==> src/rtl/dbs_pkg.sv <==
package dbs_pkg;

	// Default sizes of the block
	localparam int DEF_MAX_DIM    = 64;
	localparam int DEF_PIXEL_BITS = 16;
	localparam int DEF_FRAC_BITS  = 8;
	localparam int DEF_MAX_KERNEL = 16;

	// Register and field widths fixed by the programming interface
	localparam int DIM_REG_W   = 7;
	localparam int SMALL_REG_W = 4;
	localparam int CFG_INDEX_W = 3;
	localparam int CFG_DATA_W  = 7;
	localparam int OFF_W       = 16;

	// Pixel store is split over four banks by row and column parity
	localparam int NBANK = 4;

	// Result queue depth, also the number of samples that may be in flight
	localparam int FIFO_DEPTH = 16;

	// Register reset values
	localparam logic [DIM_REG_W-1:0]   RST_IMAGE_DIM = DIM_REG_W'(64);
	localparam logic [SMALL_REG_W-1:0] RST_PAD       = '0;
	localparam logic [SMALL_REG_W-1:0] RST_STEP      = SMALL_REG_W'(1);

	// Command codes carried in the input tuser
	localparam logic CMD_WRITE  = 1'b0;
	localparam logic CMD_SAMPLE = 1'b1;

	typedef enum logic [CFG_INDEX_W-1:0] {
		REG_IMAGE_HEIGHT,
		REG_IMAGE_WIDTH,
		REG_PAD_ROWS,
		REG_PAD_COLS,
		REG_STRIDE_ROWS,
		REG_STRIDE_COLS,
		REG_DILATION_ROWS,
		REG_DILATION_COLS
	} cfg_reg_t;

	// Sample control travelling alongside the pixel read data
	typedef struct packed {
		logic valid;
		logic in_img;
		logic row_odd;
		logic col_odd;
	} smp_ctl_t;

	function automatic int clog2_min1(input int n);
		return (n > 1) ? $clog2(n) : 1;
	endfunction

endpackage

==> src/rtl/dbs_fifo.sv <==
module dbs_fifo import dbs_pkg::*; #(
	parameter int WIDTH = 17,
	parameter int DEPTH = FIFO_DEPTH
) (
	input  logic             clk,
	input  logic             arst_n,
	input  logic             push,
	input  logic [WIDTH-1:0] push_data,
	input  logic             pop,
	output logic             out_valid,
	output logic [WIDTH-1:0] out_data
);

	localparam int PTR_W = clog2_min1(DEPTH);
	localparam int CNT_W = $clog2(DEPTH + 1);
	localparam logic [PTR_W-1:0] LAST = PTR_W'(DEPTH - 1);

	logic [WIDTH-1:0] data_q [DEPTH];
	logic [PTR_W-1:0] wr_ptr_q, rd_ptr_q;
	logic [CNT_W-1:0] count_q;

	// Pointers and fill level
	always_ff @(posedge clk or negedge arst_n) begin
		if (!arst_n) begin
			wr_ptr_q <= '0;
			rd_ptr_q <= '0;
			count_q  <= '0;
		end else begin
			if (push) begin
				wr_ptr_q <= (wr_ptr_q == LAST) ? '0 : wr_ptr_q + PTR_W'(1);
			end
			if (pop) begin
				rd_ptr_q <= (rd_ptr_q == LAST) ? '0 : rd_ptr_q + PTR_W'(1);
			end
			count_q <= count_q + CNT_W'(push) - CNT_W'(pop);
		end
	end

	always_ff @(posedge clk) begin
		if (push) begin
			data_q[wr_ptr_q] <= push_data;
		end
	end

	assign out_valid = (count_q != '0);
	assign out_data  = data_q[rd_ptr_q];

endmodule

==> config.mk <==
export PLATFORM = sky130hd
export DESIGN_NAME = dbs_fifo
export DESIGN_NICKNAME = d
export VERILOG_FILES = /design/src/rtl/dbs_pkg.sv /design/src/rtl/dbs_fifo.sv
export SDC_FILE = /design/constraint.sdc
export NUM_CORES = 1
export LEC_CHECK = 0
export BUFFER_PORTS_ARGS = -buffer_cell sky130_fd_sc_hd__buf_4
export CELL_PAD_IN_SITES_DETAIL_PLACEMENT = 1
export CELL_PAD_IN_SITES_GLOBAL_PLACEMENT = 1
export CORE_ASPECT_RATIO = 1.1
export CORE_UTILIZATION = 47
export DETAILED_ROUTE_END_ITERATION = 10
export GPL_ROUTABILITY_DRIVEN = 0
export MAX_ROUTING_LAYER = met4
export PLACE_DENSITY_LB_ADDON = 0.25
export SETUP_SLACK_MARGIN = 0.4
export SYNTH_ARGS = -nofsm -noshare
export SYNTH_HDL_FRONTEND = slang
export SYNTH_SLANG_ARGS = --single-unit
==> constraint.sdc <==
create_clock -name clk -period 4.95 [get_ports clk]
set_input_delay 0.495 -clock clk [delete_from_list [all_inputs] [get_ports clk]]
set_output_delay 0.495 -clock clk [all_outputs]
set_load 0.01 [all_outputs]
==> key figures <==
Logic synthesis
  • Number of synthesized flops with an enable pin: 272
  • Synth area leader: edfxtp_1
  • Unique masters post-synth: 35
  • Post-Synthesis Cells: about 550
  • Post-synth ARST share: 0.0456
  • Area share of the largest cell type after synthesis: 0.722
  • Yosys reg bits: 285
  • Most used DFF post-synth: edfxtp_1
  • Top cells by area, synth: edfxtp_1 72%, mux4_2 7.6%, mux2i_1 4.6%
  • Sequential share of the synthesized area: 0.751
  • Yosys warns: 0
  • Syn_nets: 580
  • Syn avg cell area: 20.7 sq um
  • Post-Syn Area: 11300 sq um

Setup path
  • Reg2reg path depth: 5
  • Slowest stage cell, crit path: and2b_1
  • RR Endpoint: rd_ptr_q[3]$_DFFE_PN0P_
  • Worst-path maximum fanout: 36
  • Crit end category: output pin
  • WS Path Type: flop to output pin
  • CP required: 4.45 ns
  • Arrival time worst endpoint: 3.10 ns
  • Element type at the critical path start: flop
  • Slowest cell delay on critical path: 1.00 ns
  • Critical R2R Launch: rd_ptr_q[0]$_DFFE_PN0P_
  • R2R Setup Slk: 2.72 ns
  • CP cell instances: and2b_1, a22oi_1, a32oi_1, o21ai_1, buf_4

Timing
  • Final setup vio count: 0
  • Fin crit share: 0.726
  • Clock Skew: between 0.01 and 0.015 ns
  • Unrepaired setup endpoints after global routing: no
  • Worst hold slack: roughly 0.21 ns
  • Tmin final: 3.59 ns
  • Slew HR: 0.204
  • Worst-Margin Slew: about 1.2 ns
  • Setup TNS Final: 0 ns
  • Max Fclk: around 280 MHz
  • Final Max Slew Viols: 0
  • Hold Fails Final Rpt: 0

Routing
  • WL per Instance: around 26 um
  • Final wirelength: approximately 24000 um
  • Final antenna-violating net count: 0
  • Vias after detailed routing: 5366
  • Post-route DRC: 0
  • First drt pass iteration count: 4
  • DRT iter0 DRCs: 373
  • Vias/cell: 5.76

Clock tree
  • Clk_lat worst skew: 0.54 ns
  • CTS tree: done
  • Resized Gates After CTS: 0
  • Clock buffer count from CTS: 28
  • Root Driver: clkbuf_16
  • Clock sink total: 285
  • CTS H-tree depth: 1
  • Clock-pin slew on the worst setup and hold paths: 0.06 ns
  • Max Buffers Root-to-Sink: 3

Place
  • Placed cell count: approximately 880
  • Dpl hpwl: 14000 um
  • Area after DPL: 12000 sq um
  • PortBufs: 38

Worst hold path
  • Hold depth: 2
  • Worst Hold End: rd_ptr_q[0]$_DFFE_PN0P_
  • Worst hold path class: input port to flop
  • Hold path start: pop

Global route
  • Vias in the first global route: 5952
  • Pin count of the biggest net entering global routing: 76
  • First-pass GRT wire length: 36600 um
  • GRT Residual Overflow: 0
  • Initial antenna violation count: 0
  • GRT Util Overall: 0.214

Cells and area
  • Area growth, synth to finish: 13.5%
  • Share of layout cells above drive strength 1: 0.260
  • # diodes: 0
  • Final Non-Filler Cells: approximately 930
  • Final Cell Area: between 10000 and 15000 sq um
  • Layout net count: 641

Floorplan
  • Die height: 165 um
  • Num rows: 59
  • Die area: 24700 sq um
  • Core region area: 23600 sq um
  • Boundary Pins: 39
  • Die width: about 150 um
  • Starting density of the core: 0.479

Run
  • MaxCap Viol Count: 0

Power and ir drop
  • Power Total: 6.89 mW
  • Worst VDD drop: about 0.35 mV
  • Power per Cell Area: 537 nW/um^2
  • Leak Pwr: 4.29 nW

Outcome
  • Status: finished, final reports clean
[state kept, by name, indices dropped and copies added, names as in the netlist]
name      cells
wr_ptr_q      4
rd_ptr_q      4
data_q      272
count_q       5
[worst max-delay path, delay by kind of cell, from the launching register on]
kind | cells | cell delay (ns)
AOI/OAI and AO/OA | 3 | 0.62
buffers and inverters | 1 | 0.21
DFF | 1 | 0.74
and+or+nand+nor | 1 | 1.00
[cell type report]
cell class	count	area, sq um
Clock inverter	13	96.3
Fill cell	2079	10800
Sequential cell	285	8500
Clock buffer	35	727
Timing Repair Buffer	60	453
Inverter	12	45.0
Multi-Input combinational cell	221	2630
Tap cell	305	382
[cell usage after synthesis, drive strengths merged, types with 4 or more instances]
| cell type | instances |
|---|---|
| nand2 | 10 |
| a21oi | 4 |
| a32oi | 17 |
| inv | 12 |
| ha | 11 |
| xnor2 | 5 |
| nor2 | 14 |
| mux2i | 52 |
| buf | 19 |
| edfxtp | 272 |
| dfrtp | 13 |
| o21ai | 22 |
| nor3 | 4 |
| mux4 | 51 |
| clkbuf | 10 |
| a22oi | 17 |
[cells in the final DEF (no fill, tap or decap)]
cell type / synthesis / final
edfxtp_1: 272 / 272
buf_4: 4 / 59
mux2i_1: 52 / 52
mux4_2: 38 / 38
clkbuf_16: 0 / 28
a32oi_1: 17 / 17
o21ai_1: 17 / 17
mux4_1: 13 / 13
inv_1: 12 / 12
nor2_2: 0 / 12
ha_1: 11 / 11
a22oi_2: 10 / 10
nand2_1: 10 / 10
dfrtp_1: 13 / 10
a22oi_1: 7 / 7
clkbuf_1: 9 / 7
clkinv_1: 0 / 6
xnor2_1: 5 / 5
o21ai_0: 5 / 5
a21oi_1: 4 / 4
nor3_2: 0 / 4
clkinv_2: 0 / 4
xor2_1: 2 / 2
nor2_1: 14 / 2
nand2b_1: 2 / 2
nand3_1: 2 / 2
dfrtp_4: 0 / 2
o21bai_1: 1 / 1
a21o_1: 1 / 1
and2_1: 1 / 1
and2b_1: 1 / 1
or4b_2: 1 / 1
mux2_2: 1 / 1
nand4_1: 1 / 1
fa_1: 1 / 1
clkinv_8: 0 / 1
clkinvlp_4: 0 / 1
bufinv_16: 0 / 1
dlygate4sd3_1: 0 / 1
dfrtp_2: 0 / 1
[per-layer routing]
layer | track usage | part of all wire | vias to the layer above
met5 | - | 0 | -
met2 | 0.376 | 0.53 | 159
met3 | 0.0320 | 0.051 | 41
met1 | 0.252 | 0.39 | 2794
li1 | - | - | 2372
met4 | 0.0680 | 0.027 | 0
[worst max path at each step]
stage | startpoint | to | depth (start not counted)
finish | rd_ptr_q[0]$_DFFE_PN0P_ | out_data[16] | 5
global route | rd_ptr_q[0]$_DFFE_PN0P_ | out_data[16] | 5
CTS | rd_ptr_q[0]$_DFFE_PN0P_ | out_data[16] | 5
detailed placement | rd_ptr_q[0]$_DFFE_PN0P_ | out_data[16] | 5
global placement | rd_ptr_q[0]$_DFFE_PN0P_ | out_data[14] | 5
floorplan | push | data_q[3][0]$_DFFE_PP_ | 3
[power breakdown]
part	switching [mW]	internal, mW	total [mW]
sequential	0.334	2.91	3.25
combinational	0.892	0.822	1.71
clock	0.847	1.08	1.93
total	2.07	4.82	6.89
[cell families (layout without fill, tap and decap cells)]
group | after synthesis | after routing | share of synthesized area
DFF | 285 | 285 | 0.751
and+or+nand+nor | 36 | 36 | 0.0144
AOI/OAI and AO/OA | 62 | 62 | 0.0417
adders and majority gates | 12 | 12 | 0.0139
xor gates and xnor gates | 7 | 7 | 0.00542
muxes | 104 | 104 | 0.153
buffers and inverters | 41 | 120 | 0.0211
[metrics by stage]
step	setup slack (ns)	util
2_1_floorplan	2.41	-
3_3_place_gp	1.93	0.508
3_5_place_dp	1.83	0.508
4_1_cts	1.27	0.543
5_1_grt	1.15	0.543
6_report	1.36	0.543
[repair_timing]
| action | CTS | global route |
|---|---|---|
| hold endpoints to repair | 13 | 0 |
| hold buffers | 1 | 0 |
| buffers inserted | 0 | 0 |
Note: power is estimated with default switching activity, not from simulation.
