==> src/rtl/dbs_pkg.sv <==
package dbs_pkg;

	// Default sizes of the block
	localparam int DEF_MAX_DIM    = 64;
	localparam int DEF_PIXEL_BITS = 16;
	localparam int DEF_FRAC_BITS  = 8;
	localparam int DEF_MAX_KERNEL = 16;

	// Register and field widths fixed by the programming interface
	localparam int DIM_REG_W   = 7;
	localparam int SMALL_REG_W = 4;
	localparam int CFG_INDEX_W = 3;
	localparam int CFG_DATA_W  = 7;
	localparam int OFF_W       = 16;

	// Pixel store is split over four banks by row and column parity
	localparam int NBANK = 4;

	// Result queue depth, also the number of samples that may be in flight
	localparam int FIFO_DEPTH = 16;

	// Register reset values
	localparam logic [DIM_REG_W-1:0]   RST_IMAGE_DIM = DIM_REG_W'(64);
	localparam logic [SMALL_REG_W-1:0] RST_PAD       = '0;
	localparam logic [SMALL_REG_W-1:0] RST_STEP      = SMALL_REG_W'(1);

	// Command codes carried in the input tuser
	localparam logic CMD_WRITE  = 1'b0;
	localparam logic CMD_SAMPLE = 1'b1;

	typedef enum logic [CFG_INDEX_W-1:0] {
		REG_IMAGE_HEIGHT,
		REG_IMAGE_WIDTH,
		REG_PAD_ROWS,
		REG_PAD_COLS,
		REG_STRIDE_ROWS,
		REG_STRIDE_COLS,
		REG_DILATION_ROWS,
		REG_DILATION_COLS
	} cfg_reg_t;

	// Sample control travelling alongside the pixel read data
	typedef struct packed {
		logic valid;
		logic in_img;
		logic row_odd;
		logic col_odd;
	} smp_ctl_t;

	function automatic int clog2_min1(input int n);
		return (n > 1) ? $clog2(n) : 1;
	endfunction

endpackage

==> src/rtl/dbs_blend.sv <==
module dbs_blend import dbs_pkg::*; #(
	parameter int PIXEL_BITS = DEF_PIXEL_BITS,
	parameter int FRAC_BITS  = DEF_FRAC_BITS
) (
	input  logic                            clk,
	input  logic                            arst_n,
	input  smp_ctl_t                        ctl_s4,
	input  logic [FRAC_BITS-1:0]            fr_s4,
	input  logic [FRAC_BITS-1:0]            fc_s4,
	input  logic [NBANK-1:0][PIXEL_BITS-1:0] bank_rdata,
	output logic                            res_valid,
	output logic                            res_inside,
	output logic [PIXEL_BITS-1:0]           res_value
);

	localparam int WF_W   = FRAC_BITS + 1;
	localparam int W_W    = 2 * WF_W;
	localparam int PROD_W = PIXEL_BITS + W_W + 1;
	localparam int ACC_W  = PROD_W + 2;
	localparam logic [WF_W-1:0]         ONE_F = {1'b1, {FRAC_BITS{1'b0}}};
	localparam logic signed [ACC_W-1:0] RND   = ACC_W'(longint'(1) << (2 * FRAC_BITS - 1));

	// One-dimensional weights
	logic [WF_W-1:0] wr [2];
	logic [WF_W-1:0] wc [2];

	always_comb begin
		wr[0] = ONE_F - {1'b0, fr_s4};
		wr[1] = {1'b0, fr_s4};
		wc[0] = ONE_F - {1'b0, fc_s4};
		wc[1] = {1'b0, fc_s4};
	end

	logic                         vld_s5, in_s5, vld_s6, in_s6, vld_s7, in_s7;
	logic [W_W-1:0]               w_s5 [NBANK];
	logic signed [PIXEL_BITS-1:0] n_s5 [NBANK];
	logic signed [PROD_W-1:0]     p_s6 [NBANK];
	logic signed [ACC_W-1:0]      s01_s7, s23_s7;

	// Neighbour k = {row step, column step}; a neighbour with zero weight reads as zero
	for (genvar g = 0; g < NBANK; g++) begin : g_nb
		localparam logic [1:0] KB = 2'(g);
		logic [1:0] sel;
		logic       use_px;

		always_comb begin
			sel    = {ctl_s4.row_odd ^ KB[1], ctl_s4.col_odd ^ KB[0]};
			use_px = ctl_s4.in_img && (!KB[1] || (fr_s4 != '0)) && (!KB[0] || (fc_s4 != '0));
		end

		always_ff @(posedge clk) begin
			w_s5[g] <= W_W'(wr[KB[1]]) * W_W'(wc[KB[0]]);
			n_s5[g] <= use_px ? bank_rdata[sel] : '0;
			p_s6[g] <= n_s5[g] * $signed({1'b0, w_s5[g]});
		end
	end

	// Pairwise sums
	always_ff @(posedge clk) begin
		s01_s7 <= ACC_W'(p_s6[0]) + ACC_W'(p_s6[1]);
		s23_s7 <= ACC_W'(p_s6[2]) + ACC_W'(p_s6[3]);
	end

	always_ff @(posedge clk or negedge arst_n) begin
		if (!arst_n) begin
			vld_s5 <= 1'b0;
			vld_s6 <= 1'b0;
			vld_s7 <= 1'b0;
			in_s5  <= 1'b0;
			in_s6  <= 1'b0;
			in_s7  <= 1'b0;
		end else begin
			vld_s5 <= ctl_s4.valid;
			vld_s6 <= vld_s5;
			vld_s7 <= vld_s6;
			in_s5  <= ctl_s4.in_img;
			in_s6  <= in_s5;
			in_s7  <= in_s6;
		end
	end

	// Round half up, then drop the weight fraction
	logic signed [ACC_W-1:0] total;

	always_comb begin
		total     = s01_s7 + s23_s7 + RND;
		res_value = PIXEL_BITS'(total >>> (2 * FRAC_BITS));
	end

	assign res_valid  = vld_s7;
	assign res_inside = in_s7;

endmodule

==> config.mk <==
export PLATFORM = sky130hd
export DESIGN_NAME = dbs_blend
export DESIGN_NICKNAME = d
export VERILOG_FILES = /design/src/rtl/dbs_pkg.sv /design/src/rtl/dbs_blend.sv
export SDC_FILE = /design/constraint.sdc
export NUM_CORES = 2
export LEC_CHECK = 0
export BUFFER_PORTS_ARGS = -buffer_cell sky130_fd_sc_hd__buf_2
export CORE_MARGIN = 2
export CORE_UTILIZATION = 60
export DETAILED_ROUTE_END_ITERATION = 16
export PLACE_DENSITY = 0.77
export SYNTH_ARGS = -nofsm -noshare
export SYNTH_HDL_FRONTEND = slang
export SYNTH_SLANG_ARGS = --single-unit
==> constraint.sdc <==
create_clock -name clk -period 7.3 [get_ports clk]
set_input_delay 1.825 -clock clk [delete_from_list [all_inputs] [get_ports clk]]
set_output_delay 1.825 -clock clk [all_outputs]
set_load 0.1 [all_outputs]
==> impl_metrics.env <==
export IMPL_outcome="completed"
export IMPL_regToRegStartpoint="n_s5[1][1]"
export IMPL_timing_setup_tns_ps=0
export IMPL_netlist_area_leader_share_pct=35.0
export IMPL_synth_adder_area_share_pct=50.7
export IMPL_min_path_cells=0
export IMPL_die_height_um=313
export IMPL_yosys_most_used_dff="dfxtp_1"
export IMPL_fin_crit_sh_pct=94.4
export IMPL_io_buffers=103
export IMPL_pre_repair_dr_iteration_count=6
export IMPL_synth_simple_gate_area_share_pct=15.6
export IMPL_tritoncts_num_buffers=37
export IMPL_timing_final_hold_violations=0
export IMPL_timing_critical_path_fanout_max=11
export IMPL_synth_area_top_cells="fa_1 35%, ha_1 16%, dfxtp_1 11%"
export IMPL_postRouteAntennaNets=0
export IMPL_num_rows=113
export IMPL_dp_hpwl_um=118000
export IMPL_maxClockFrequency_ghz=0.145
export IMPL_track_usage_pct=29.6
export IMPL_routed_wire_length_per_instance_um=18.6
export IMPL_clk_pin_slew_worst_paths_ps=70
export IMPL_grt_start_max_net_pins=57
export IMPL_netlist_area_mm2=0.0575
export IMPL_pin_count=104
export IMPL_resized_after_cts=0
export IMPL_dr_total_vias=42300
export IMPL_core_area_mm2=0.0950
export IMPL_clockRootBuffer="clkbuf_16"
export IMPL_htree_num_levels=2
export IMPL_synth_most_common_cell="inv_1"
export IMPL_crit_type="register to register"
export IMPL_finalNetCount=8075
export IMPL_die_area_mm2=0.0983
export IMPL_grt_overflow_total=0
export IMPL_grt_antenna_before_repair=5
export IMPL_most_used_standard_cells_in_the_synthesized_netlist="1290 x inv_1, 1004 x fa_1, 722 x ha_1"
export IMPL_r2r_cells=21
export IMPL_gp_congestion=0.937
export IMPL_synthesis_nets=8020
export IMPL_synth_top_family_by_area="adder cells"
export IMPL_areaGrowthSynthToFinish_pct=6.25
export IMPL_worst_setup_path_startpoint="n_s5[1][1]"
export IMPL_yosys_area_share_xor_xnor_pct=3.64
export IMPL_synth_seq_cells=327
export IMPL_postCtsHoldBufs=0
export IMPL_syn_area_per_cell_um2=9.26
export IMPL_synth_area_mux_share_pct=2.53
export IMPL_clkSinkCount=327
export IMPL_finalWirelength_um=141000
export IMPL_synthDistinctLibCells=72
export IMPL_dieWidth_um=313
export IMPL_initial_utilization_pct=60.5
export IMPL_via_per_inst=5.60
export IMPL_synth_seq_area_share_pct=11.4
export IMPL_synth_async_reset_ratio_pct=1.83
export IMPL_worst_hold_path_type="register to register"
export IMPL_first_global_vias=44300
export IMPL_grt_pass1_wl_um=230000
export IMPL_cts_setup_buffers=0
export IMPL_crit_path_start_kind="register"
export IMPL_cts_tree="yes"
export IMPL_number_of_endpoints_failing_setup_at_the_final_stage=0
export IMPL_synth_top_cell_by_area="fa_1"
export IMPL_synth_compound_area_share_pct=6.23
export IMPL_worst_endpoint_required_ps=7770
export IMPL_route_detailed_drc=0
export IMPL_num_fill_cells=7780
export IMPL_post_synth_edffs=0
export IMPL_max_cap_violations=0
export IMPL_slew_limit_headroom_pct=28.3
export IMPL_synthesis_instances=6208
export IMPL_clock_skews_ps=23.3
export IMPL_worst_pin_slew_ps=1070
export IMPL_drive_above_1_share_pct=6.04
export IMPL_cts_buffer_depth=3
export IMPL_starting_drt_drc_count=3434
export IMPL_hold_path_startpoint="vld_s6"
export IMPL_timing_final_crit_period_ps=6890
export IMPL_timing_critical_path_to_type="register"
export IMPL_unrepaired_setup_endpoints_after_global_routing="false"
export IMPL_maxSlewViolCount=0
export IMPL_cp_data_arrival_time_ps=7370
export IMPL_yosys_warnings=0
export IMPL_insertion_delay_ps=570
## cells in the final DEF (no fill, tap or decap), types with 124 or more instances in the layout
cell and count:
a21oi_1 168, fa_1 1004, dfxtp_1 320, buf_4 124, and2_1 656, ha_1 722, nand2_1 721, nor2_1 159
xnor2_1 174, inv_1 1290
## layer usage
metal	share of wire, %	wire length [um]	vias up	GRT usage (%)
li1	-	-	19100	-
met1	42	58500	21200	41.2
met2	46	64200	1773	47.1
met3	8.5	11900	270	4.18
met4	4.3	6040	0	11.6
met5	0	0	-	0
## final timing paths
kind / end / slack, ps
setup / recovery: p_s6[1][28] / 410
hold / removal: res_valid / 350
setup reg to reg: p_s6[1][28] / 410
hold reg to reg: res_valid / 350
max in group asynchronous: in_s6 / 6090
min in group asynchronous: res_valid / 1070
## cell families after synthesis
kind of cell / after synthesis
compound gates: 551
xor+xnor: 239
fa+ha+maj: 1726
buf+inv: 1504
flops: 327
mux: 65
simple gates: 1796
## metrics by stage
stage	cell area, um2	util, %	setup slack (ps)	cells	hold WS, ps
after floorplan	57500	-	324	6208	331
after global placement	59700	62.9	160	7489	336
after detailed placement	59700	62.9	61.0	7489	337
after CTS	61000	64.2	483	7557	353
after global routing	61000	64.2	56.2	7557	368
final	61000	64.3	406	7558	350
## cell type report
type	instances	area (um2)	area share, %
clock inverters	22	268	0.439
repair buffers	228	1480	2.43
multi-input cells	4377	45200	74.1
inverters	1292	4850	7.94
clock buffers	46	1040	1.71
flip-flops and latches	327	6580	10.8
well taps	1265	1580	2.59
diodes	1	2.50	0.00410
## flip-flops by register name, summed over array words and instances, names as in the netlist
signal,cells
in_s5,1
res_valid,1
s01_s7,32
in_s6,1
vld_s6,1
w_s5,65
vld_s5,1
s23_s7,32
n_s5,64
p_s6,128
res_inside,1
## critical path, cell delays in order, from the launching register on
cell	delay [ps]
dfxtp_1	720
nand2_1	160
fa_1	530
fa_1	560
inv_1	60
fa_1	500
inv_1	60
fa_1	560
inv_1	60
fa_1	500
fa_1	430
ha_1	350
a21o_1	170
a21oi_1	260
nand2b_1	190
o221ai_1	140
a31oi_1	480
o2bb2ai_1	280
o21ai_1	220
a21o_1	210
a21oi_1	170
xnor2_1	160
Power is not shown: default switching activity piles up to over one toggle a cycle in this logic, so the estimate is an artifact.
