===== src/rtl/dbs_pkg.sv =====
package dbs_pkg;

	// Default sizes of the block
	localparam int DEF_MAX_DIM    = 64;
	localparam int DEF_PIXEL_BITS = 16;
	localparam int DEF_FRAC_BITS  = 8;
	localparam int DEF_MAX_KERNEL = 16;

	// Register and field widths fixed by the programming interface
	localparam int DIM_REG_W   = 7;
	localparam int SMALL_REG_W = 4;
	localparam int CFG_INDEX_W = 3;
	localparam int CFG_DATA_W  = 7;
	localparam int OFF_W       = 16;

	// Pixel store is split over four banks by row and column parity
	localparam int NBANK = 4;

	// Result queue depth, also the number of samples that may be in flight
	localparam int FIFO_DEPTH = 16;

	// Register reset values
	localparam logic [DIM_REG_W-1:0]   RST_IMAGE_DIM = DIM_REG_W'(64);
	localparam logic [SMALL_REG_W-1:0] RST_PAD       = '0;
	localparam logic [SMALL_REG_W-1:0] RST_STEP      = SMALL_REG_W'(1);

	// Command codes carried in the input tuser
	localparam logic CMD_WRITE  = 1'b0;
	localparam logic CMD_SAMPLE = 1'b1;

	typedef enum logic [CFG_INDEX_W-1:0] {
		REG_IMAGE_HEIGHT,
		REG_IMAGE_WIDTH,
		REG_PAD_ROWS,
		REG_PAD_COLS,
		REG_STRIDE_ROWS,
		REG_STRIDE_COLS,
		REG_DILATION_ROWS,
		REG_DILATION_COLS
	} cfg_reg_t;

	// Sample control travelling alongside the pixel read data
	typedef struct packed {
		logic valid;
		logic in_img;
		logic row_odd;
		logic col_odd;
	} smp_ctl_t;

	function automatic int clog2_min1(input int n);
		return (n > 1) ? $clog2(n) : 1;
	endfunction

endpackage


===== src/rtl/dbs_front.sv =====
module dbs_front import dbs_pkg::*; #(
	parameter int MAX_DIM    = DEF_MAX_DIM,
	parameter int PIXEL_BITS = DEF_PIXEL_BITS,
	parameter int FRAC_BITS  = DEF_FRAC_BITS,
	parameter int MAX_KERNEL = DEF_MAX_KERNEL,
	localparam int POS_W   = clog2_min1(MAX_DIM),
	localparam int TAP_W   = clog2_min1(MAX_KERNEL),
	localparam int ADDR_W  = clog2_min1(MAX_DIM * MAX_DIM),
	localparam int HALF    = (MAX_DIM + 1) / 2,
	localparam int BANK_AW = clog2_min1(HALF * HALF)
) (
	input  logic                          clk,
	input  logic                          arst_n,
	// register writes
	input  logic                          cfg_write,
	input  logic [CFG_INDEX_W-1:0]        cfg_index,
	input  logic [CFG_DATA_W-1:0]         cfg_data,
	// accepted request
	input  logic                          in_take,
	input  logic                          in_cmd,
	input  logic [ADDR_W-1:0]             in_pixel_addr,
	input  logic [PIXEL_BITS-1:0]         in_pixel_value,
	input  logic [POS_W-1:0]              in_out_row,
	input  logic [POS_W-1:0]              in_out_col,
	input  logic [TAP_W-1:0]              in_tap_row,
	input  logic [TAP_W-1:0]              in_tap_col,
	input  logic [OFF_W-1:0]              in_offset_rows,
	input  logic [OFF_W-1:0]              in_offset_cols,
	// pixel bank accesses
	output logic [NBANK-1:0]              bank_we,
	output logic [NBANK-1:0][BANK_AW-1:0] bank_addr,
	output logic [PIXEL_BITS-1:0]         bank_wdata,
	// sample control aligned with bank read data
	output smp_ctl_t                      ctl_s4,
	output logic [FRAC_BITS-1:0]          fr_s4,
	output logic [FRAC_BITS-1:0]          fc_s4
);

	localparam int OS_W   = POS_W + SMALL_REG_W;
	localparam int TD_W   = TAP_W + SMALL_REG_W;
	localparam int BASE_W = ((OS_W > TD_W) ? OS_W : TD_W) + 2;
	localparam int P_W    = ((BASE_W + FRAC_BITS > OFF_W) ? BASE_W + FRAC_BITS : OFF_W) + 1;
	localparam int DV_W   = clog2_min1(MAX_DIM + 1);
	localparam int CMP_W  = (DIM_REG_W > DV_W) ? DIM_REG_W : DV_W;
	localparam int HALF_W = clog2_min1(HALF);
	localparam int Q_W    = POS_W + 1;

	// Exact division of the pixel address by the row pitch: multiply by a
	// rounded-up reciprocal and keep the top bits
	localparam int    DIV_K = ADDR_W + $clog2(MAX_DIM);
	localparam int    M_W   = ADDR_W + 1;
	localparam longint DIV_M = ((longint'(1) << DIV_K) + MAX_DIM - 1) / MAX_DIM;
	localparam logic [M_W-1:0]     RECIP   = M_W'(DIV_M);
	localparam logic [ADDR_W-1:0]  PITCH_A = ADDR_W'(MAX_DIM);
	localparam logic [Q_W-1:0]     PITCH_Q = Q_W'(MAX_DIM);
	localparam logic [CMP_W-1:0]   DIM_MAX = CMP_W'(MAX_DIM);
	localparam logic [BANK_AW-1:0] HALF_A  = BANK_AW'(HALF);

	// Configuration registers
	logic [DIM_REG_W-1:0]   height_q, width_q;
	logic [SMALL_REG_W-1:0] pad_r_q, pad_c_q, str_r_q, str_c_q, dil_r_q, dil_c_q;

	always_ff @(posedge clk or negedge arst_n) begin
		if (!arst_n) begin
			height_q <= RST_IMAGE_DIM;
			width_q  <= RST_IMAGE_DIM;
			pad_r_q  <= RST_PAD;
			pad_c_q  <= RST_PAD;
			str_r_q  <= RST_STEP;
			str_c_q  <= RST_STEP;
			dil_r_q  <= RST_STEP;
			dil_c_q  <= RST_STEP;
		end else if (cfg_write) begin
			unique case (cfg_reg_t'(cfg_index))
				REG_IMAGE_HEIGHT:  height_q <= cfg_data;
				REG_IMAGE_WIDTH:   width_q  <= cfg_data;
				REG_PAD_ROWS:      pad_r_q  <= cfg_data[SMALL_REG_W-1:0];
				REG_PAD_COLS:      pad_c_q  <= cfg_data[SMALL_REG_W-1:0];
				REG_STRIDE_ROWS:   str_r_q  <= cfg_data[SMALL_REG_W-1:0];
				REG_STRIDE_COLS:   str_c_q  <= cfg_data[SMALL_REG_W-1:0];
				REG_DILATION_ROWS: dil_r_q  <= cfg_data[SMALL_REG_W-1:0];
				REG_DILATION_COLS: dil_c_q  <= cfg_data[SMALL_REG_W-1:0];
			endcase
		end
	end

	// Image size saturated to the store size, and the last valid position
	logic [CMP_W-1:0] h_ext, w_ext, h_eff, w_eff;
	logic [P_W-1:0]   lim_r, lim_c;
	logic             dims_ok;

	always_comb begin
		h_ext   = CMP_W'(height_q);
		w_ext   = CMP_W'(width_q);
		h_eff   = (h_ext > DIM_MAX) ? DIM_MAX : h_ext;
		w_eff   = (w_ext > DIM_MAX) ? DIM_MAX : w_ext;
		lim_r   = P_W'(h_eff - CMP_W'(1)) << FRAC_BITS;
		lim_c   = P_W'(w_eff - CMP_W'(1)) << FRAC_BITS;
		dims_ok = (h_eff != '0) && (w_eff != '0);
	end

	// Stage 1: request capture
	logic                     smp_s1, wr_s1;
	logic [ADDR_W-1:0]        addr_s1;
	logic [PIXEL_BITS-1:0]    pix_s1;
	logic [POS_W-1:0]         orow_s1, ocol_s1;
	logic [TAP_W-1:0]         trow_s1, tcol_s1;
	logic signed [OFF_W-1:0]  offr_s1, offc_s1;

	// Stage 2: products
	logic                     smp_s2, wr_s2;
	logic [OS_W-1:0]          osr_s2, osc_s2;
	logic [TD_W-1:0]          tdr_s2, tdc_s2;
	logic signed [OFF_W-1:0]  offr_s2, offc_s2;
	logic [ADDR_W-1:0]        addr_s2;
	logic [Q_W-1:0]           q_s2;
	logic [PIXEL_BITS-1:0]    pix_s2;

	// Stage 3: fixed-point positions, write row and column
	logic                     smp_s3, wr_s3, wen_s3;
	logic signed [P_W-1:0]    pr_s3, pc_s3;
	logic [POS_W-1:0]         row_s3, col_s3;
	logic [PIXEL_BITS-1:0]    pix_s3;

	// Stage 3 decode: in-image test, neighbour indices, bank rows/columns
	smp_ctl_t             ctl_d;
	logic [POS_W-1:0]     r0, c0;
	logic [FRAC_BITS-1:0] fr_d, fc_d;
	logic                 in_img;
	logic [HALF_W-1:0]    s_ev_r, s_od_r, s_ev_c, s_od_c, w_rh, w_ch;

	always_ff @(posedge clk or negedge arst_n) begin
		if (!arst_n) begin
			smp_s1 <= 1'b0;
			wr_s1  <= 1'b0;
			smp_s2 <= 1'b0;
			wr_s2  <= 1'b0;
			smp_s3 <= 1'b0;
			wr_s3  <= 1'b0;
			wen_s3 <= 1'b0;
			ctl_s4 <= '0;
		end else begin
			smp_s1 <= in_take && (in_cmd == CMD_SAMPLE);
			wr_s1  <= in_take && (in_cmd == CMD_WRITE);
			smp_s2 <= smp_s1;
			wr_s2  <= wr_s1;
			smp_s3 <= smp_s2;
			wr_s3  <= wr_s2;
			wen_s3 <= wr_s2 && (q_s2 < PITCH_Q);
			ctl_s4 <= ctl_d;
		end
	end

	// Base term per axis and write address split
	logic [ADDR_W+M_W-1:0]    div_prod;
	logic signed [BASE_W-1:0] base_r, base_c;
	logic [ADDR_W-1:0]        row_off;

	always_comb begin
		div_prod = (ADDR_W + M_W)'(addr_s1) * (ADDR_W + M_W)'(RECIP);
		base_r   = BASE_W'(osr_s2) - BASE_W'(pad_r_q) + BASE_W'(tdr_s2);
		base_c   = BASE_W'(osc_s2) - BASE_W'(pad_c_q) + BASE_W'(tdc_s2);
		row_off  = ADDR_W'(q_s2) * PITCH_A;
	end

	always_ff @(posedge clk) begin
		addr_s1 <= in_pixel_addr;
		pix_s1  <= in_pixel_value;
		orow_s1 <= in_out_row;
		ocol_s1 <= in_out_col;
		trow_s1 <= in_tap_row;
		tcol_s1 <= in_tap_col;
		offr_s1 <= in_offset_rows;
		offc_s1 <= in_offset_cols;

		osr_s2  <= OS_W'(orow_s1) * OS_W'(str_r_q);
		osc_s2  <= OS_W'(ocol_s1) * OS_W'(str_c_q);
		tdr_s2  <= TD_W'(trow_s1) * TD_W'(dil_r_q);
		tdc_s2  <= TD_W'(tcol_s1) * TD_W'(dil_c_q);
		offr_s2 <= offr_s1;
		offc_s2 <= offc_s1;
		addr_s2 <= addr_s1;
		q_s2    <= div_prod[DIV_K +: Q_W];
		pix_s2  <= pix_s1;

		pr_s3   <= (P_W'(base_r) <<< FRAC_BITS) + P_W'(offr_s2);
		pc_s3   <= (P_W'(base_c) <<< FRAC_BITS) + P_W'(offc_s2);
		row_s3  <= POS_W'(q_s2);
		col_s3  <= POS_W'(addr_s2 - row_off);
		pix_s3  <= pix_s2;

		fr_s4   <= fr_d;
		fc_s4   <= fc_d;
	end

	// In-image test, neighbour indices and per-parity bank rows/columns
	always_comb begin
		in_img = dims_ok && !pr_s3[P_W-1] && !pc_s3[P_W-1] &&
			($unsigned(pr_s3) <= lim_r) && ($unsigned(pc_s3) <= lim_c);
		r0     = pr_s3[FRAC_BITS +: POS_W];
		c0     = pc_s3[FRAC_BITS +: POS_W];
		fr_d   = pr_s3[FRAC_BITS-1:0];
		fc_d   = pc_s3[FRAC_BITS-1:0];
		// the even neighbour row is r0 rounded up to even, the odd one r0 rounded up to odd
		s_ev_r = HALF_W'(((POS_W + 1)'(r0) + (POS_W + 1)'(r0[0])) >> 1);
		s_od_r = HALF_W'(r0 >> 1);
		s_ev_c = HALF_W'(((POS_W + 1)'(c0) + (POS_W + 1)'(c0[0])) >> 1);
		s_od_c = HALF_W'(c0 >> 1);
		w_rh   = HALF_W'(row_s3 >> 1);
		w_ch   = HALF_W'(col_s3 >> 1);

		ctl_d.valid   = smp_s3;
		ctl_d.in_img  = in_img;
		ctl_d.row_odd = r0[0];
		ctl_d.col_odd = c0[0];
	end

	// Bank addresses: writes go to one bank, samples read all four
	for (genvar g = 0; g < NBANK; g++) begin : g_bank
		localparam logic [1:0] KB = 2'(g);
		logic [HALF_W-1:0] rsel, csel;

		always_comb begin
			if (wr_s3) begin
				rsel = w_rh;
				csel = w_ch;
			end else begin
				rsel = KB[1] ? s_od_r : s_ev_r;
				csel = KB[0] ? s_od_c : s_ev_c;
			end
		end

		assign bank_addr[g] = BANK_AW'(rsel) * HALF_A + BANK_AW'(csel);
		assign bank_we[g]   = wen_s3 && (row_s3[0] == KB[1]) && (col_s3[0] == KB[0]);
	end

	assign bank_wdata = pix_s3;

endmodule


===== config.mk =====
export PLATFORM = sky130hd
export DESIGN_NAME = dbs_front
export DESIGN_NICKNAME = d
export VERILOG_FILES = /design/src/rtl/dbs_pkg.sv /design/src/rtl/dbs_front.sv
export SDC_FILE = /design/constraint.sdc
export NUM_CORES = 1
export LEC_CHECK = 0
export ABC_AREA = 1
export BUFFER_PORTS_ARGS = -buffer_cell sky130_fd_sc_hd__buf_2
export CAP_MARGIN = 10
export CORE_UTILIZATION = 58
export CTS_BUF_LIST = sky130_fd_sc_hd__clkbuf_16
export DETAILED_ROUTE_END_ITERATION = 8
export HOLD_SLACK_MARGIN = 0.03
export PLACE_DENSITY = 0.8
export SLEW_MARGIN = 20
export SYNTH_ARGS = -nofsm -noshare
export SYNTH_HDL_FRONTEND = slang
export SYNTH_SLANG_ARGS = --single-unit

===== constraint.sdc =====
create_clock -name clk -period 3.7 [get_ports clk]
set_input_delay 0.37 -clock clk [delete_from_list [all_inputs] [get_ports clk]]
set_output_delay 0.37 -clock clk [all_outputs]
set_load 0.02 [all_outputs]

==> impl_metrics.yaml <==
outcome:
  outcome: "finished, violations left"
  violations: "design-rule violations"
floorplanning:
  die_w_um: 152.8
  start_util: 0.5970
  io_pins: 175
  die_y_um: 152.8
  rows: 54
  die_area_mm2: 0.02335
  fp.coreArea_mm2: 0.02209
finish:
  fin_util: 0.7356
  drive_gt1_frac: 0.1666
  num_antenna_cells: 0
  nets: 1953
  syn_to_final_growth_pct: 23.22
yosys:
  synth_mux_area_frac: 0.0007589
  synth-compound-area-share: 0.06251
  async_flop_share: 0.1548
  synth_commonest_cells: "341 x nand2_1, 262 x dfxtp_1, 193 x inv_1"
  avgSynthCellArea_um2: 9.282
  syn_inst: 1421
  synth_edf_count: 0
  synth_fp_nets: 1680
  ys_seq_elements: 310
  synthAdderAreaFrac: 0.1726
  synth.cell_area_mm2: 0.01319
  synth.most_common_cell: "nand2_1"
  synth_top_area_share: 0.3976
  synth_flop_cell: "dfxtp_1"
  synthTopCellsByArea: "dfxtp_1 40%, ha_1 13%, nand2_1 9.7%"
  synth_top_family_by_area: "adder cells"
  synthSimpleGateAreaFrac: 0.1563
  ys_seq_area_frac: 0.4893
  yosys_warnings: 0
  synth-xor-area-share: 0.04781
  synth_cell_type_count: 44
  yosysTopAreaCell: "dfxtp_1"
timing:
  tightest_slew_ns: 0.5098
  finalClockSkew_ns: 0.01237
  hold_violations: 0
  post-route-period-util: 0.9316
  tns_ns: 0
  max_freq_mhz: 290.1
  setup_viol: 0
  min_period_ns: 3.447
  slew_headroom: 0.6558
  maxSlewViolCount: 0
place:
  place.gp.congestion: 0.8625
  post-dp-hpwl_um: 18530
  port_buffers: 174
route:
  drt_wl_total_um: 26170
  via_per_inst: 4.934
  wl_per_cell_um: 13.11
  num_vias: 9854
  initialDrtViolationCount: 484
  postRouteAntennaNets: 0
  drc_errors: 23
  drt-pass1-iter-count: 7
cts:
  clk_pin_slew_worst_paths_ns: 0.07
  insertion_delay_ns: 0.57
  cts_buffers: 31
  cts_root_buf: "clkbuf_16"
  cts_buffer_depth: 3
  cts_tree: "built"
  htreeDepth: 1
  cts_sinks: 310
setup_path:
  critical_path.cell_chain: "inv_1, ha_1, nand3_1, nand3_1, xor2_1, inv_1, ha_2, nand2_1, o21ai_1, nand3_1, nand2_1, xnor2_1, inv_1, ha_2, nand2_1, nor2_2, nand2_1, nand3_1, nand2_1, nand2_1, xor2_1"
  cp.depth: 21
  crit_buf_inv: 3
  crit_slowest_cell: "ha_2"
  critPathRequiredTime_ns: 4.17
  criticalPathCategory: "reg2reg"
  crit_path_frequent_cell: "nand2_1"
  r2r_start: "pad_r_q[1]"
  r2r_setup_slack_ns: 0.25
  reg2reg_depth: 21
  cp_max_fo: 5
  cp_data_arrival_time_ns: 3.92
  max_stage_delay_ns: 0.39
  r2r-end: "pr_s3[17]"
  startpoint_type: "flop"
  endpoint_kind: "flop"
  crit_family: "adder cells"
power:
  peakVddDrop_mv: 0.6365
  leakage_nw: 8.518
  power.density_mw_per_mm2: 969.9
min_path:
  whs_path_depth: 3
  min_path_type: "in2reg"
  min_to: "w_ext[6]"
  hp-start: "cfg_data[6]"
flow_run:
  cap_violations: 0
global_route:
  overflow: 0
  grt_max_degree: 39
  grt_usage: 0.2237
  grt_first_pass_wirelength_um: 43390
  antenna_found_initial: 0
  first_global_vias: 9739
==> sequential cells by signal, indices dropped and copies added (netlist names), 12 cells and up <==
register and count:
offc_s1 16, pix_s1 16, pr_s3 21, offr_s1 16, addr_s1 12, pix_s2 16, bank_wdata 16, offr_s2 16
offc_s2 16, pc_s3 21
==> final cells by class <==
cell class | count | area [µm²]
Multi-Input combinational cell | 883 | 5899
Clock inverter | 24 | 226.5
Tap cell | 280 | 350.3
Clock buffer | 32 | 800.8
Timing Repair Buffer | 264 | 1757
Inverter | 204 | 765.7
Sequential cell | 310 | 6454
Fill cell | 1539 | 5841
==> layer usage <==
| metal | wire (µm) | vias up | track usage |
|---|---|---|---|
| met1 | 11260 | 4484 | 0.2699 |
| met3 | 1385 | 65 | 0.03498 |
| met2 | 12850 | 276 | 0.4045 |
| li1 | - | 5029 | - |
| met5 | 0 | - | 0 |
| met4 | 674 | 0 | 0.07600 |
==> worst max path at each step <==
stage	start	end	slack (ns)
global route	pad_c_q[2]	pc_s3[20]	-0.07
floorplan	pad_c_q[0]	pc_s3[19]	0.47
global placement	pad_r_q[0]	pr_s3[19]	0.31
detailed placement	pad_r_q[0]	pr_s3[19]	0.20
finish	pad_r_q[1]	pr_s3[17]	0.25
CTS	pad_c_q[0]	pc_s3[18]	0.18
==> stage by stage <==
stage / instances / cell area [µm²] / hold slack, ns / power, W / setup slack (ns)
finish: 1997 / 16250 / 0.05088 / 0.01576 / 0.2531
global route: 1997 / 16250 / 0.06638 / 0.01707 / -0.06861
global placement: 1854 / 14270 / 0.2520 / 0.01197 / 0.3116
floorplan: 1421 / 13190 / 0.07441 / 0.01055 / 0.4736
detailed placement: 1854 / 14270 / 0.2572 / 0.01226 / 0.2010
CTS: 1994 / 16140 / 0.03145 / 0.01550 / 0.1787
==> power breakdown <==
part,leakage (nW),switching [W],internal (W)
combinational,5.22,0.00493,0.00337
clock,0.498,0.00132,0.00179
sequential,2.80,0.000387,0.00397
total,8.52,0.00663,0.00913
==> tightest hold or removal path: stages <==
cell and delay, ns:
buf_2 0.10, inv_1 0.06, o21ai_0 0.08
==> logic make-up after synthesis <==
group | count (synthesis)
buf+inv | 228
fa+ha+maj | 164
simple gates | 499
mux | 1
compound gates | 147
xor+xnor | 72
flops | 310
==> cells in the final DEF (no fill, tap or decap), types with 28 or more instances in the layout <==
| master | n |
|---|---|
| a21oi_1 | 62 |
| buf_2 | 174 |
| clkbuf_16 | 32 |
| dfrtp_1 | 42 |
| dfxtp_1 | 262 |
| dlygate4sd3_1 | 84 |
| fa_1 | 28 |
| ha_1 | 123 |
| inv_1 | 193 |
| nand2_1 | 341 |
| nand3_1 | 56 |
| nor2_1 | 55 |
| o21ai_0 | 54 |
| xor2_1 | 50 |
==> repair_timing <==
item / 4_1_cts / 5_1_grt
buffers inserted: 0 / 3
hold buffers: 84 / 0
endpoints found under the hold margin: 92 / 0
gates resized for setup: 0 / 20
setup endpoints to repair: 0 / 9
Note: power is estimated with default switching activity, not from simulation.
